File: config.mk
export PLATFORM = sky130hd
export DESIGN_NAME = json_string_unescape_top
export DESIGN_NICKNAME = d
export VERILOG_FILES = /design/src/sv/jsu_pkg.sv /design/src/sv/json_string_unescape_top.sv /design/src/sv/jsu_decode.sv /design/src/sv/jsu_obuf.sv
export SDC_FILE = /design/constraint.sdc
export NUM_CORES = 1
export LEC_CHECK = 0
export ABC_AREA = 0
export BUFFER_PORTS_ARGS = -buffer_cell sky130_fd_sc_hd__buf_2
export CAP_MARGIN = 20
export CORE_ASPECT_RATIO = 0.5
export CORE_MARGIN = 2
export CORE_UTILIZATION = 35
export DETAILED_ROUTE_END_ITERATION = 10
export GPL_ROUTABILITY_DRIVEN = 0
export MAX_ROUTING_LAYER = met4
export PLACE_DENSITY_LB_ADDON = 0.05
export SYNTH_ARGS = -nofsm -noshare
export SYNTH_HDL_FRONTEND = slang
export SYNTH_SLANG_ARGS = --single-unit
File: constraint.sdc
create_clock -name clk_i -period 10 [get_ports clk_i]
set_clock_uncertainty 0.15 [all_clocks]
set_input_delay 1.5 -clock clk_i [delete_from_list [all_inputs] [get_ports clk_i]]
set_output_delay 1.5 -clock clk_i [all_outputs]
set_load 0.005 [all_outputs]
File: src/sv/jsu_pkg.sv
// Shared types and constants for the JSON string unescaper.
// Result item layout, kind and error codes, character constants.
// No dependencies.
package jsu_pkg;

  // Results one text byte can cause (a four-byte UTF-8 sequence)
  localparam int NumRes = 4;
  localparam int CntW   = $clog2(NumRes + 1);

  // Result kinds
  typedef enum logic [1:0] {
    KIND_BYTE = 2'd0,
    KIND_END  = 2'd1,
    KIND_ERR  = 2'd2
  } kind_e;

  // Error codes
  typedef enum logic [3:0] {
    ERR_NO_OPEN   = 4'd0,
    ERR_CTRL      = 4'd1,
    ERR_TRUNC_ESC = 4'd2,
    ERR_BAD_ESC   = 4'd3,
    ERR_BAD_HEX   = 4'd4,
    ERR_TRUNC_U   = 4'd5,
    ERR_NO_LOW    = 4'd6,
    ERR_BAD_LOW   = 4'd7,
    ERR_LONE_LOW  = 4'd8,
    ERR_UNTERM    = 4'd9
  } err_e;

  // One result item
  typedef struct packed {
    logic [7:0] data;
    kind_e      kind;
    err_e       code;
  } res_t;

  typedef res_t [NumRes-1:0] res_vec_t;

  // Results of one item plus how many are valid
  typedef struct packed {
    res_vec_t        r;
    logic [CntW-1:0] n;
  } enc_t;

  // Characters
  localparam logic [7:0] ChQuote = 8'h22;
  localparam logic [7:0] ChBslash = 8'h5C;
  localparam logic [7:0] ChSlash = 8'h2F;
  localparam logic [7:0] ChSpace = 8'h20;
  localparam logic [7:0] ChZero = 8'h30;
  localparam logic [7:0] ChNine = 8'h39;
  localparam logic [7:0] ChLowA = 8'h61;
  localparam logic [7:0] ChLowB = 8'h62;
  localparam logic [7:0] ChLowF = 8'h66;
  localparam logic [7:0] ChLowN = 8'h6E;
  localparam logic [7:0] ChLowR = 8'h72;
  localparam logic [7:0] ChLowT = 8'h74;
  localparam logic [7:0] ChLowU = 8'h75;
  localparam logic [7:0] ChUpA = 8'h41;
  localparam logic [7:0] ChUpF = 8'h46;
  localparam logic [7:0] ChBs = 8'h08;
  localparam logic [7:0] ChFf = 8'h0C;
  localparam logic [7:0] ChLf = 8'h0A;
  localparam logic [7:0] ChCr = 8'h0D;
  localparam logic [7:0] ChTab = 8'h09;

  // Surrogate tags in the top six bits of a 16-bit unit
  localparam logic [5:0] HighSurTag = 6'b110110;
  localparam logic [5:0] LowSurTag  = 6'b110111;
  localparam logic [20:0] SupplBase = 21'h10000;

endpackage

File: src/sv/json_string_unescape_top.sv
// Top level of the JSON string unescaper.
// Instantiates jsu_decode and jsu_obuf; depends on jsu_pkg.
//
// Decodes a quoted JSON string, one text byte per input transfer (tuser high
// marks end-of-input, no byte carried), into UTF-8 bytes, a string-end marker
// or an error code on the output stream; tlast flags the final result of each
// input item. An input transfer is registered, decoded once the result buffer
// is free and its results loaded into that four-entry buffer. With the output
// ready, the block takes one input per cycle for every item that gives at most
// one result; an item that gives more (a \u escape yields up to three UTF-8
// bytes, a surrogate pair four) holds the result buffer, and so the input,
// until its last result is taken. After an error, bytes are dropped until
// end-of-input, which returns the parser to its start.
module json_string_unescape_top (
  input  logic        clk_i,
  input  logic        rst_ni,
  input  logic        s_axis_tvalid,
  output logic        s_axis_tready,
  input  logic [7:0]  s_axis_tdata,   // [7:0] in_byte
  input  logic        s_axis_tuser,   // [0] end_of_input
  output logic        m_axis_tvalid,
  input  logic        m_axis_tready,
  output logic [15:0] m_axis_tdata,   // [7:0] out_byte, [11:8] error_code, zero above
  output logic [1:0]  m_axis_tuser,   // [1:0] kind
  output logic        m_axis_tlast
);
  import jsu_pkg::*;

  logic            in_vld_q;
  logic [7:0]      in_byte_q;
  logic            in_eoi_q;
  logic            fire, obuf_free, load;
  res_vec_t        dec_res;
  logic [CntW-1:0] dec_cnt;
  res_t            head;

  assign fire          = in_vld_q && obuf_free;
  assign load          = fire && (dec_cnt != '0);
  assign s_axis_tready = !in_vld_q || fire;

  // Input register
  always_ff @(posedge clk_i or negedge rst_ni) begin
    if (!rst_ni) begin
      in_vld_q <= 1'b0;
    end else if (s_axis_tready) begin
      in_vld_q <= s_axis_tvalid;
    end
  end

  always_ff @(posedge clk_i) begin
    if (s_axis_tvalid && s_axis_tready) begin
      in_byte_q <= s_axis_tdata;
      in_eoi_q  <= s_axis_tuser;
    end
  end

  jsu_decode u_decode (
    .clk_i  (clk_i),
    .rst_ni (rst_ni),
    .fire_i (fire),
    .byte_i (in_byte_q),
    .eoi_i  (in_eoi_q),
    .res_o  (dec_res),
    .cnt_o  (dec_cnt)
  );

  jsu_obuf u_obuf (
    .clk_i   (clk_i),
    .rst_ni  (rst_ni),
    .load_i  (load),
    .res_i   (dec_res),
    .cnt_i   (dec_cnt),
    .pop_i   (m_axis_tready),
    .free_o  (obuf_free),
    .valid_o (m_axis_tvalid),
    .head_o  (head),
    .last_o  (m_axis_tlast)
  );

  assign m_axis_tdata = {4'd0, head.code, head.data};
  assign m_axis_tuser = head.kind;

  // Error and string-end results carry no byte
  assert property (@(posedge clk_i) disable iff (!rst_ni)
    m_axis_tvalid && (m_axis_tuser != KIND_BYTE) |-> m_axis_tdata[7:0] == 8'd0)
    else $error("non-byte result carries data");

  // Byte and string-end results carry error code zero
  assert property (@(posedge clk_i) disable iff (!rst_ni)
    m_axis_tvalid && (m_axis_tuser != KIND_ERR) |-> m_axis_tdata[11:8] == 4'd0)
    else $error("error code on non-error result");

  // Kind code three is never produced
  assert property (@(posedge clk_i) disable iff (!rst_ni)
    m_axis_tvalid |-> m_axis_tuser != 2'd3)
    else $error("invalid result kind");

  // An input transfer always waits in the input register in the next cycle
  assert property (@(posedge clk_i) disable iff (!rst_ni)
    s_axis_tvalid && s_axis_tready |=> in_vld_q)
    else $error("accepted item lost");

endmodule

File: src/sv/jsu_decode.sv
// Parser state and per-item decode for the JSON string unescaper.
// Turns one text byte or end-of-input into up to four result items.
// Depends on jsu_pkg.
module jsu_decode (
  input  logic                 clk_i,
  input  logic                 rst_ni,
  input  logic                 fire_i,    // item consumed this cycle
  input  logic [7:0]           byte_i,
  input  logic                 eoi_i,
  output jsu_pkg::res_vec_t    res_o,
  output logic [jsu_pkg::CntW-1:0] cnt_o
);
  import jsu_pkg::*;

  typedef enum logic [3:0] {
    PH_OPEN  = 4'd0,
    PH_BODY  = 4'd1,
    PH_ESC   = 4'd2,
    PH_HEX1  = 4'd3,
    PH_LOWBS = 4'd4,
    PH_LOWU  = 4'd5,
    PH_HEX2  = 4'd6,
    PH_DONE  = 4'd7,
    PH_ERR   = 4'd8
  } phase_e;

  phase_e      phase_q, phase_d;
  logic [15:0] acc_q, acc_d;
  logic [1:0]  hcnt_q, hcnt_d;
  logic        bad_q, bad_d;
  logic [9:0]  hs_q, hs_d;

  logic [3:0]  hex_dig;
  logic        hex_bad;
  logic [15:0] acc_sh;
  logic        bad_all;
  logic [20:0] pair_cp;
  enc_t        enc_bmp, enc_pair, res;

  // Code point to UTF-8 bytes
  function automatic enc_t utf8_enc(input logic [20:0] cp);
    enc_t e;
    e = '0;
    if (cp <= 21'h7F) begin
      e.r[0].data = cp[7:0];
      e.n = CntW'(1);
    end else if (cp <= 21'h7FF) begin
      e.r[0].data = {3'b110, cp[10:6]};
      e.r[1].data = {2'b10, cp[5:0]};
      e.n = CntW'(2);
    end else if (cp <= 21'hFFFF) begin
      e.r[0].data = {4'b1110, cp[15:12]};
      e.r[1].data = {2'b10, cp[11:6]};
      e.r[2].data = {2'b10, cp[5:0]};
      e.n = CntW'(3);
    end else begin
      e.r[0].data = {5'b11110, cp[20:18]};
      e.r[1].data = {2'b10, cp[17:12]};
      e.r[2].data = {2'b10, cp[11:6]};
      e.r[3].data = {2'b10, cp[5:0]};
      e.n = CntW'(4);
    end
    return e;
  endfunction

  // Single error result
  function automatic enc_t err_res(input err_e code);
    enc_t e;
    e = '0;
    e.r[0].kind = KIND_ERR;
    e.r[0].code = code;
    e.n = CntW'(1);
    return e;
  endfunction

  // Hex digit value of the current byte
  always_comb begin
    hex_bad = 1'b0;
    hex_dig = 4'd0;
    if (byte_i >= ChZero && byte_i <= ChNine) begin
      hex_dig = byte_i[3:0];
    end else if ((byte_i >= ChLowA && byte_i <= ChLowF) ||
                 (byte_i >= ChUpA && byte_i <= ChUpF)) begin
      hex_dig = 4'(byte_i[3:0] + 4'd9);
    end else begin
      hex_bad = 1'b1;
    end
  end

  assign acc_sh   = {acc_q[11:0], hex_dig};
  assign bad_all  = bad_q | hex_bad;
  assign pair_cp  = SupplBase + {1'b0, hs_q, acc_sh[9:0]};
  assign enc_bmp  = utf8_enc({5'd0, acc_sh});
  assign enc_pair = utf8_enc(pair_cp);

  // Next state and results
  always_comb begin
    phase_d = phase_q;
    acc_d   = acc_q;
    hcnt_d  = hcnt_q;
    bad_d   = bad_q;
    hs_d    = hs_q;
    res     = '0;
    if (eoi_i) begin
      phase_d = PH_OPEN;
      acc_d   = '0;
      hcnt_d  = '0;
      bad_d   = 1'b0;
      hs_d    = '0;
      case (phase_q)
        PH_OPEN:            res = err_res(ERR_NO_OPEN);
        PH_BODY:            res = err_res(ERR_UNTERM);
        PH_ESC:             res = err_res(ERR_TRUNC_ESC);
        PH_HEX1, PH_HEX2:   res = err_res(ERR_TRUNC_U);
        PH_LOWBS, PH_LOWU:  res = err_res(ERR_NO_LOW);
        default:            res = '0;
      endcase
    end else begin
      case (phase_q)
        PH_OPEN: begin
          if (byte_i == ChQuote) begin
            phase_d = PH_BODY;
          end else begin
            phase_d = PH_ERR;
            res     = err_res(ERR_NO_OPEN);
          end
        end
        PH_BODY: begin
          if (byte_i == ChQuote) begin
            phase_d        = PH_DONE;
            res.r[0].kind  = KIND_END;
            res.n          = CntW'(1);
          end else if (byte_i < ChSpace) begin
            phase_d = PH_ERR;
            res     = err_res(ERR_CTRL);
          end else if (byte_i == ChBslash) begin
            phase_d = PH_ESC;
          end else begin
            res.r[0].data = byte_i;
            res.n         = CntW'(1);
          end
        end
        PH_ESC: begin
          phase_d = PH_BODY;
          res.n   = CntW'(1);
          case (byte_i)
            ChQuote:  res.r[0].data = ChQuote;
            ChBslash: res.r[0].data = ChBslash;
            ChSlash:  res.r[0].data = ChSlash;
            ChLowB:   res.r[0].data = ChBs;
            ChLowF:   res.r[0].data = ChFf;
            ChLowN:   res.r[0].data = ChLf;
            ChLowR:   res.r[0].data = ChCr;
            ChLowT:   res.r[0].data = ChTab;
            ChLowU: begin
              phase_d = PH_HEX1;
              acc_d   = '0;
              hcnt_d  = '0;
              bad_d   = 1'b0;
              res     = '0;
            end
            default: begin
              phase_d = PH_ERR;
              res     = err_res(ERR_BAD_ESC);
            end
          endcase
        end
        PH_HEX1, PH_HEX2: begin
          acc_d = acc_sh;
          bad_d = bad_all;
          if (hcnt_q != 2'd3) begin
            hcnt_d = 2'(hcnt_q + 2'd1);
          end else begin
            hcnt_d = '0;
            if (bad_all) begin
              phase_d = PH_ERR;
              res     = err_res(ERR_BAD_HEX);
            end else if (phase_q == PH_HEX1) begin
              if (acc_sh[15:10] == HighSurTag) begin
                hs_d    = acc_sh[9:0];
                phase_d = PH_LOWBS;
              end else if (acc_sh[15:10] == LowSurTag) begin
                phase_d = PH_ERR;
                res     = err_res(ERR_LONE_LOW);
              end else begin
                phase_d = PH_BODY;
                res     = enc_bmp;
              end
            end else if (acc_sh[15:10] != LowSurTag) begin
              phase_d = PH_ERR;
              res     = err_res(ERR_BAD_LOW);
            end else begin
              phase_d = PH_BODY;
              res     = enc_pair;
            end
          end
        end
        PH_LOWBS: begin
          if (byte_i == ChBslash) begin
            phase_d = PH_LOWU;
          end else begin
            phase_d = PH_ERR;
            res     = err_res(ERR_NO_LOW);
          end
        end
        PH_LOWU: begin
          if (byte_i == ChLowU) begin
            phase_d = PH_HEX2;
            acc_d   = '0;
            hcnt_d  = '0;
            bad_d   = 1'b0;
          end else begin
            phase_d = PH_ERR;
            res     = err_res(ERR_NO_LOW);
          end
        end
        default: res = '0;  // done, error and unused codes swallow bytes
      endcase
    end
  end

  assign res_o = res.r;
  assign cnt_o = res.n;

  // State registers
  always_ff @(posedge clk_i or negedge rst_ni) begin
    if (!rst_ni) begin
      phase_q <= PH_OPEN;
      acc_q   <= '0;
      hcnt_q  <= '0;
      bad_q   <= 1'b0;
      hs_q    <= '0;
    end else if (fire_i) begin
      phase_q <= phase_d;
      acc_q   <= acc_d;
      hcnt_q  <= hcnt_d;
      bad_q   <= bad_d;
      hs_q    <= hs_d;
    end
  end

endmodule

File: src/sv/jsu_obuf.sv
// Result buffer for the JSON string unescaper.
// Holds the results of one item and hands them out one transfer at a time.
// Depends on jsu_pkg.
module jsu_obuf (
  input  logic                     clk_i,
  input  logic                     rst_ni,
  input  logic                     load_i,
  input  jsu_pkg::res_vec_t        res_i,
  input  logic [jsu_pkg::CntW-1:0] cnt_i,
  input  logic                     pop_i,   // downstream ready
  output logic                     free_o,  // may load this cycle
  output logic                     valid_o,
  output jsu_pkg::res_t            head_o,
  output logic                     last_o
);
  import jsu_pkg::*;

  res_vec_t        buf_q;
  logic [CntW-1:0] rem_q;
  logic            take;

  assign valid_o = (rem_q != '0);
  assign take    = valid_o && pop_i;
  assign last_o  = (rem_q == CntW'(1));
  assign free_o  = !valid_o || (last_o && pop_i);
  assign head_o  = buf_q[0];

  // Remaining count
  always_ff @(posedge clk_i or negedge rst_ni) begin
    if (!rst_ni) begin
      rem_q <= '0;
    end else if (load_i) begin
      rem_q <= cnt_i;
    end else if (take) begin
      rem_q <= CntW'(rem_q - CntW'(1));
    end
  end

  // Payload: load whole, shift down on each transfer
  always_ff @(posedge clk_i) begin
    if (load_i) begin
      buf_q <= res_i;
    end else if (take) begin
      for (int i = 0; i < NumRes - 1; i++) begin
        buf_q[i] <= buf_q[i+1];
      end
    end
  end

endmodule

# Yosys cells after proc, flatten, opt, wreduce, memory -nomap -nowiden

Index checks and enable logic that the tools add are counted.

Register bits after elaboration: 98
Bits of input ports: 13
Logic and storage cells: 177

Add/subtract/negate cells: 4
Order comparisons: 12
Eq/ne operators: 25
Mux-type cells: 85
Bitwise gates (word level): 1
Reductions and logical operators: 29

Operator list:

| operator                                                         | count |
|---|---|
| two-way mux 59 bit                                               | 6 |
| case mux 59 bit (6 select lines)                                 | 1 |
| two-way mux 8 bit                                                | 16 |
| two-way mux 42 bit                                               | 2 |
| two-way mux 4 bit                                                | 16 |
| two-way mux 10 bit                                               | 6 |
| == test 8 x 7 -> 1 bit, second input constant                    | 7 |
| case mux 7 bit (8 select lines)                                  | 1 |
| two-way mux 45 bit                                               | 1 |
| case mux 9 bit (5 select lines)                                  | 1 |
| two-way mux 6 bit                                                | 5 |
| two-way mux 9 bit                                                | 3 |
| two-way mux 12 bit                                               | 2 |
| two-way mux 3 bit                                                | 8 |
| case mux 12 bit (2 select lines)                                 | 1 |
| case mux 4 bit (6 select lines)                                  | 1 |
| adder 17 x 20 -> 21 bit, first input constant                    | 1 |
| less-or-equal comparator 21 x 11 -> 1 bit, second input constant | 1 |
| less-or-equal comparator 21 x 16 -> 1 bit, second input constant | 1 |
| less-or-equal comparator 21 x 7 -> 1 bit, second input constant  | 1 |
| case mux 9 bit (2 select lines)                                  | 1 |
| == test 8 x 6 -> 1 bit, second input constant                    | 2 |
| >= comparator 8 x 7 -> 1 bit, second input constant              | 2 |
| less-or-equal comparator 16 x 11 -> 1 bit, second input constant | 1 |
| other kinds (37)                                                 | 69 |

# Logic depth before layout (Yosys ltp)

Depth in word-level cells: 19
Gate-level depth with buffers: 15
Mapped depth without buffers: 11

# Hierarchy

Synthesis repeated with hierarchy kept, for this count alone.

Cells, all modules: 686
Area, all modules: 6,631.4 um^2

Modules (own cells, without submodules):

| module                   | times used | cells each | area each (um^2) |
|---|---|---|---|
| jsu_decode               | 1          | 522        | 3,713.6 |
| jsu_obuf                 | 1          | 144        | 2,543.7 |
| json_string_unescape_top | 1          | 20         | 374.1 |

# Worst setup path after synthesis

No wires, ideal clock.

Kind: register -> register
Start point: register in_byte_q[0]
End point: register u_obuf.buf_q[20] (netlist bit) (enable)
Library setup time: 0.452 ns
Data arrival time: 3.436 ns
Data required time: 9.398 ns
Path slack: 5.962 ns
Cell stages (with the launch flop): 13
Path buffers: 2
Clock period less this slack: 4.038 ns
Cell sequence: edfxtp_1 -> inv_1 -> ha_1 -> clkbuf_1 -> o21bai_1 -> a21oi_1 -> mux2i_1 -> nor4b_1 -> mux2_2 -> nor4_2 -> o21a_1 -> buf_6 -> nand2_1

Cells in the longest elaborated chain, start to end: 19
Elaborated cells on any way between the ends: 56
Those cells by class: 2 x add/sub; 12 x order compare; 9 x eq/ne; 24 x mux; 1 x bitwise; 8 x reduce/logical

RTL lines:

| element                                                    | line                               | source |
|---|---|---|
| start: declaration                                         | json_string_unescape_top.sv:30     | `logic [7:0] in_byte_q;` |
| start signal: assignment                                   | json_string_unescape_top.sv:52     | `in_byte_q <= s_axis_tdata;` |
| >= comparator 8 x 7 -> 1 bit, or another cell as far along | jsu_decode.sv:82                   | `end else if ((byte_i >= ChLowA && byte_i <= ChLowF) \|\|` |
| logical AND 1 bit, on equally long branches                | jsu_decode.sv:82, jsu_decode.sv:83 |  |
| logical OR 1 bit                                           | jsu_decode.sv:82                   |  |
| two-way mux 4 bit                                          | jsu_decode.sv:82                   |  |
| two-way mux 4 bit                                          | jsu_decode.sv:80                   | `if (byte_i >= ChZero && byte_i <= ChNine) begin` |
| adder 17 x 20 -> 21 bit                                    | jsu_decode.sv:92                   | `assign pair_cp = SupplBase + {1'b0, hs_q, acc_sh[9:0]};` |
| less-or-equal comparator 21 x 16 -> 1 bit                  | jsu_decode.sv:51                   | `end else if (cp <= 21'hFFFF) begin` |
| two-way mux 3 bit                                          | jsu_decode.sv:51                   |  |
| [... 3 more ...]                                           | --                                 |  |
| two-way mux 59 bit                                         | jsu_decode.sv:178                  | `end else if (phase_q == PH_HEX1) begin` |
| two-way mux 59 bit                                         | jsu_decode.sv:175                  | `if (bad_all) begin` |
| two-way mux 59 bit                                         | jsu_decode.sv:171                  | `if (hcnt_q != 2'd3) begin` |
| case mux 59 bit (6 select lines) (*)                       | jsu_decode.sv:119                  | `case (phase_q)` |
| two-way mux 59 bit (*)                                     | jsu_decode.sv:104                  | `if (eoi_i) begin` |
| nonzero test 3 bit (*)                                     | json_string_unescape_top.sv:38     | `assign load = fire && (dec_cnt != '0);` |
| logical AND 1 bit (*)                                      | json_string_unescape_top.sv:38     |  |
| nonzero test 2 bit (no line) (*)                           | --                                 |  |
| end signal: assignment                                     | jsu_obuf.sv:42                     | `buf_q <= res_i;` |
| end signal: indexed assignment                             | jsu_obuf.sv:45                     | `buf_q[i] <= buf_q[i+1];` |
| end: declaration                                           | jsu_obuf.sv:18                     | `res_vec_t buf_q;` |

Mark *: on every way between the ends. The rest lies on a longest branch, timed or not.
A chain may end at the register's enable or synchronous reset.

# Final worst setup path

Start point: register in_byte_q[0]
End point: register u_obuf.buf_q, in the netlist u_obuf.head_o[7] (enable)

Same word-level chain as after synthesis.

==> flow_summary_export.csv <==
group,metric,value,unit
clock_tree,cts_resized,0,
routing,vias,4983,
pwr,vdd_drop_max,0.0937,mV
clock_tree,cts-root-buf,"clkbuf_16",
clock_tree,cts_setup_buffers,0,
timing,worst_slew_margin_rel,0.334,
clock_tree,cts_hold_buf,0,
pwr,powerDensity,245,mW/mm2
logic_synthesis,synth.most_common_cell,"nand2_1",
run_status,status,"complete, no violations",
timing,whs,0.346,ns
logic_synthesis,netlist.area_leader.share,0.236,
global_routing,overflow,0,
routing,drt_iter0_drc,584,
clock_tree,clock_path_buffers,2,
setup_path,required,9.88,ns
clock_tree,cts.sink_count,77,
setup_path,crit_path_end_kind,"register",
placement,hpwl,13700,um
die,fp.dieH,93.4,um
timing,fin_crit_sh,0.479,
timing,worst_slack,5.21,ns
timing,rsz0062_at_grt,"no",
logic_synthesis,ys.warnings.count,0,
timing,period_minus_slack,4.79,ns
timing,slew_viol_final,0,
global_routing,grt_use_total,0.234,
clock_tree,clk_latency,0.35,ns
logic_synthesis,synthTopCellsByArea,"edfxtp_1 (24%), dfrtp_1 (15%), mux2_4 (4.6%)",
worst_hold_path,hp-class,"reg -> reg",
die,die_area,0.0171,mm2
placement,preCtsSetupSlack,5.26,ns
global_routing,antenna_found_initial,1,
die,initial_core_util,0.361,
die,core_area,0.0155,mm2
clock_tree,cts-buffers-inserted,9,
logic_synthesis,ys_ff_latch,77,
routing,wl_per_cell,22.6,um
cells_and_area,drive_above_1_share,0.145,
routing,viasPerCell,6.08,
global_routing,grt_max_degree,36,
cells_and_area,area_growth,8.71,%
logic_synthesis,ys_seq_area_frac,0.383,
logic_synthesis,synth_area,0.00560,mm2
logic_synthesis,yosys-top-cells-count,"nand2_1 (61), nor2_1 (47), edfxtp_1 (44), o21ai_0 (35), dfrtp_1 (33)",
die,boundaryPins,34,
timing,tightest_slew,0.999,ns
placement,io_buffers,29,
routing,firstDrtPassIters,5,
pwr,leakage,2.33,nW
logic_synthesis,async_reset_ff_frac,0.429,
setup_path,cp-start-kind,"register",
setup_path,critPathArrivalTime,4.67,ns
logic_synthesis,synthesis.instances,610,
logic_synthesis,synth_edf_count,44,
logic_synthesis,synthFlopType,"edfxtp_1",
clock_tree,clk_pin_slew,0.06,ns
setup_path,critPathKind,"reg -> reg",
timing,hold_viol,0,
routing,ant_nets,0,
logic_synthesis,syn_avg_cell_area,9.18,um2
clock_tree,cts_tree,"yes",
job,maxCapViolCount,0,
cells_and_area,nNetsFinal,632,
die,rows,32,
clock_tree,h-tree-depth,3,
global_routing,first_global_vias,4548,
timing,setup-violations-final,0,
pwr,power,1.49,mW
logic_synthesis,yosysUniqueCellTypes,78,
timing,setup_tns,0,ns
routing,route.detailed.drc,0,
timing,fmax,209,MHz
logic_synthesis,synth_top_area_cell,"edfxtp_1",
global_routing,grt_pass1_wl,28600,um
die,fp.dieW,183,um
routing,routed_wl,18500,um
setup_path,cp_max_fo,21,
[per-layer routing]
| metal | track usage | wire length [um] | share of wire |
|---|---|---|---|
| met2 | 0.320 | 7450 | 0.40 |
| met4 | 0.0607 | 295 | 0.016 |
| met1 | 0.345 | 9450 | 0.51 |
| met3 | 0.0522 | 1310 | 0.071 |
| met5 | - | 0 | 0 |
[worst max-delay path: stages (launching register included)]
cell      delay [ns]
edfxtp_1        0.48
inv_1           0.21
ha_1            0.33
o21bai_1        0.11
a21oi_1         0.39
o21ai_1         0.13
buf_4           0.24
o31a_4          0.40
nor3_2          0.67
o211ai_1        0.19
o21a_1          0.33
nand2_1         0.44
buf_4           0.37
[cell usage in the layout (no fill, tap or decap), drive strengths merged, types with 4 or more instances in the layout]
master,count
nor3,18
or4,4
nand4,10
nand3,18
mux2,22
a21oi,24
o22ai,5
edfxtp,44
buf,38
nor4b,4
o21ai,37
a211oi,8
o32ai,6
conb,4
dfrtp,33
nand2b,12
clkbuf,15
a31oi,11
a221oi,8
o21a,4
nor4,10
nand2,61
a22o,7
or2,4
nor2b,6
o211ai,6
and2,9
nor2,47
a21o,9
o221ai,7
mux2i,6
o31ai,15
or3,6
nor3b,6
and3,6
inv,25
ha,10
[kinds of logic (layout without fill, tap and decap cells)]
group	count (synthesis)	in the layout	share of synthesized area
other	1	5	0.000670
XOR/XNOR	6	6	0.00939
buffers and inverters	77	78	0.0722
multiplexers	28	28	0.0664
adder cells (fa/ha/maj)	10	10	0.0223
AO/OA/AOI/OAI	178	178	0.223
AND/OR/NAND/NOR	233	233	0.222
flip-flops	77	77	0.383
[cell type report]
cell class,count,area (um2)
fill,1584,9450
multi-input combinational,459,3070
sequential,77,2150
clock buffer,15,300
tap,204,255
timing repair buffer,38,213
inverter,24,92.6
clock inverter,1,8.76
antenna,1,2.50
[registers in the layout, summed over array words and instances, names as in the netlist, 2 cells and up]
signal,cells
u_obuf.buf_q,21
u_obuf.head_o,14
u_decode.acc_q,12
u_decode.hs_q,10
in_byte_q,8
u_decode.phase_q,4
u_obuf.rem_q,3
u_decode.hcnt_q,2
[path summary, 6_finish.rpt]
| kind | startpoint | to | slack, ns | cells after the start |
|---|---|---|---|---|
| max | in_byte_q[0] | u_obuf.head_o[7] | 5.21 | 12 |
| min | u_decode.hcnt_q[0] | u_decode.hcnt_q[0] | 0.35 | 1 |
| max reg2reg | in_byte_q[0] | u_obuf.head_o[7] | 5.21 | 12 |
| min reg2reg | u_decode.hcnt_q[0] | u_decode.hcnt_q[0] | 0.35 | 1 |
| max in group asynchronous | rst_ni | u_decode.hcnt_q[1] | 8.02 | 1 |
| min in group asynchronous | rst_ni | u_decode.hs_q[5] | 1.10 | 1 |
[stage by stage]
stage	area, um2	std cells	utilization
final	6090	819	0.392
after global routing	6090	819	0.392
after CTS	6090	818	0.392
after detailed placement	5780	802	0.372
after global placement	5770	801	0.371
after floorplan	5610	613	-
[report_power, final]
group	switching [mW]	leakage [nW]	internal [mW]
registers	0.0929	0.883	0.474
clock network	0.137	0.151	0.207
logic	0.359	1.30	0.221
total	0.588	2.33	0.902
Note: power is estimated with default switching activity, not from simulation.
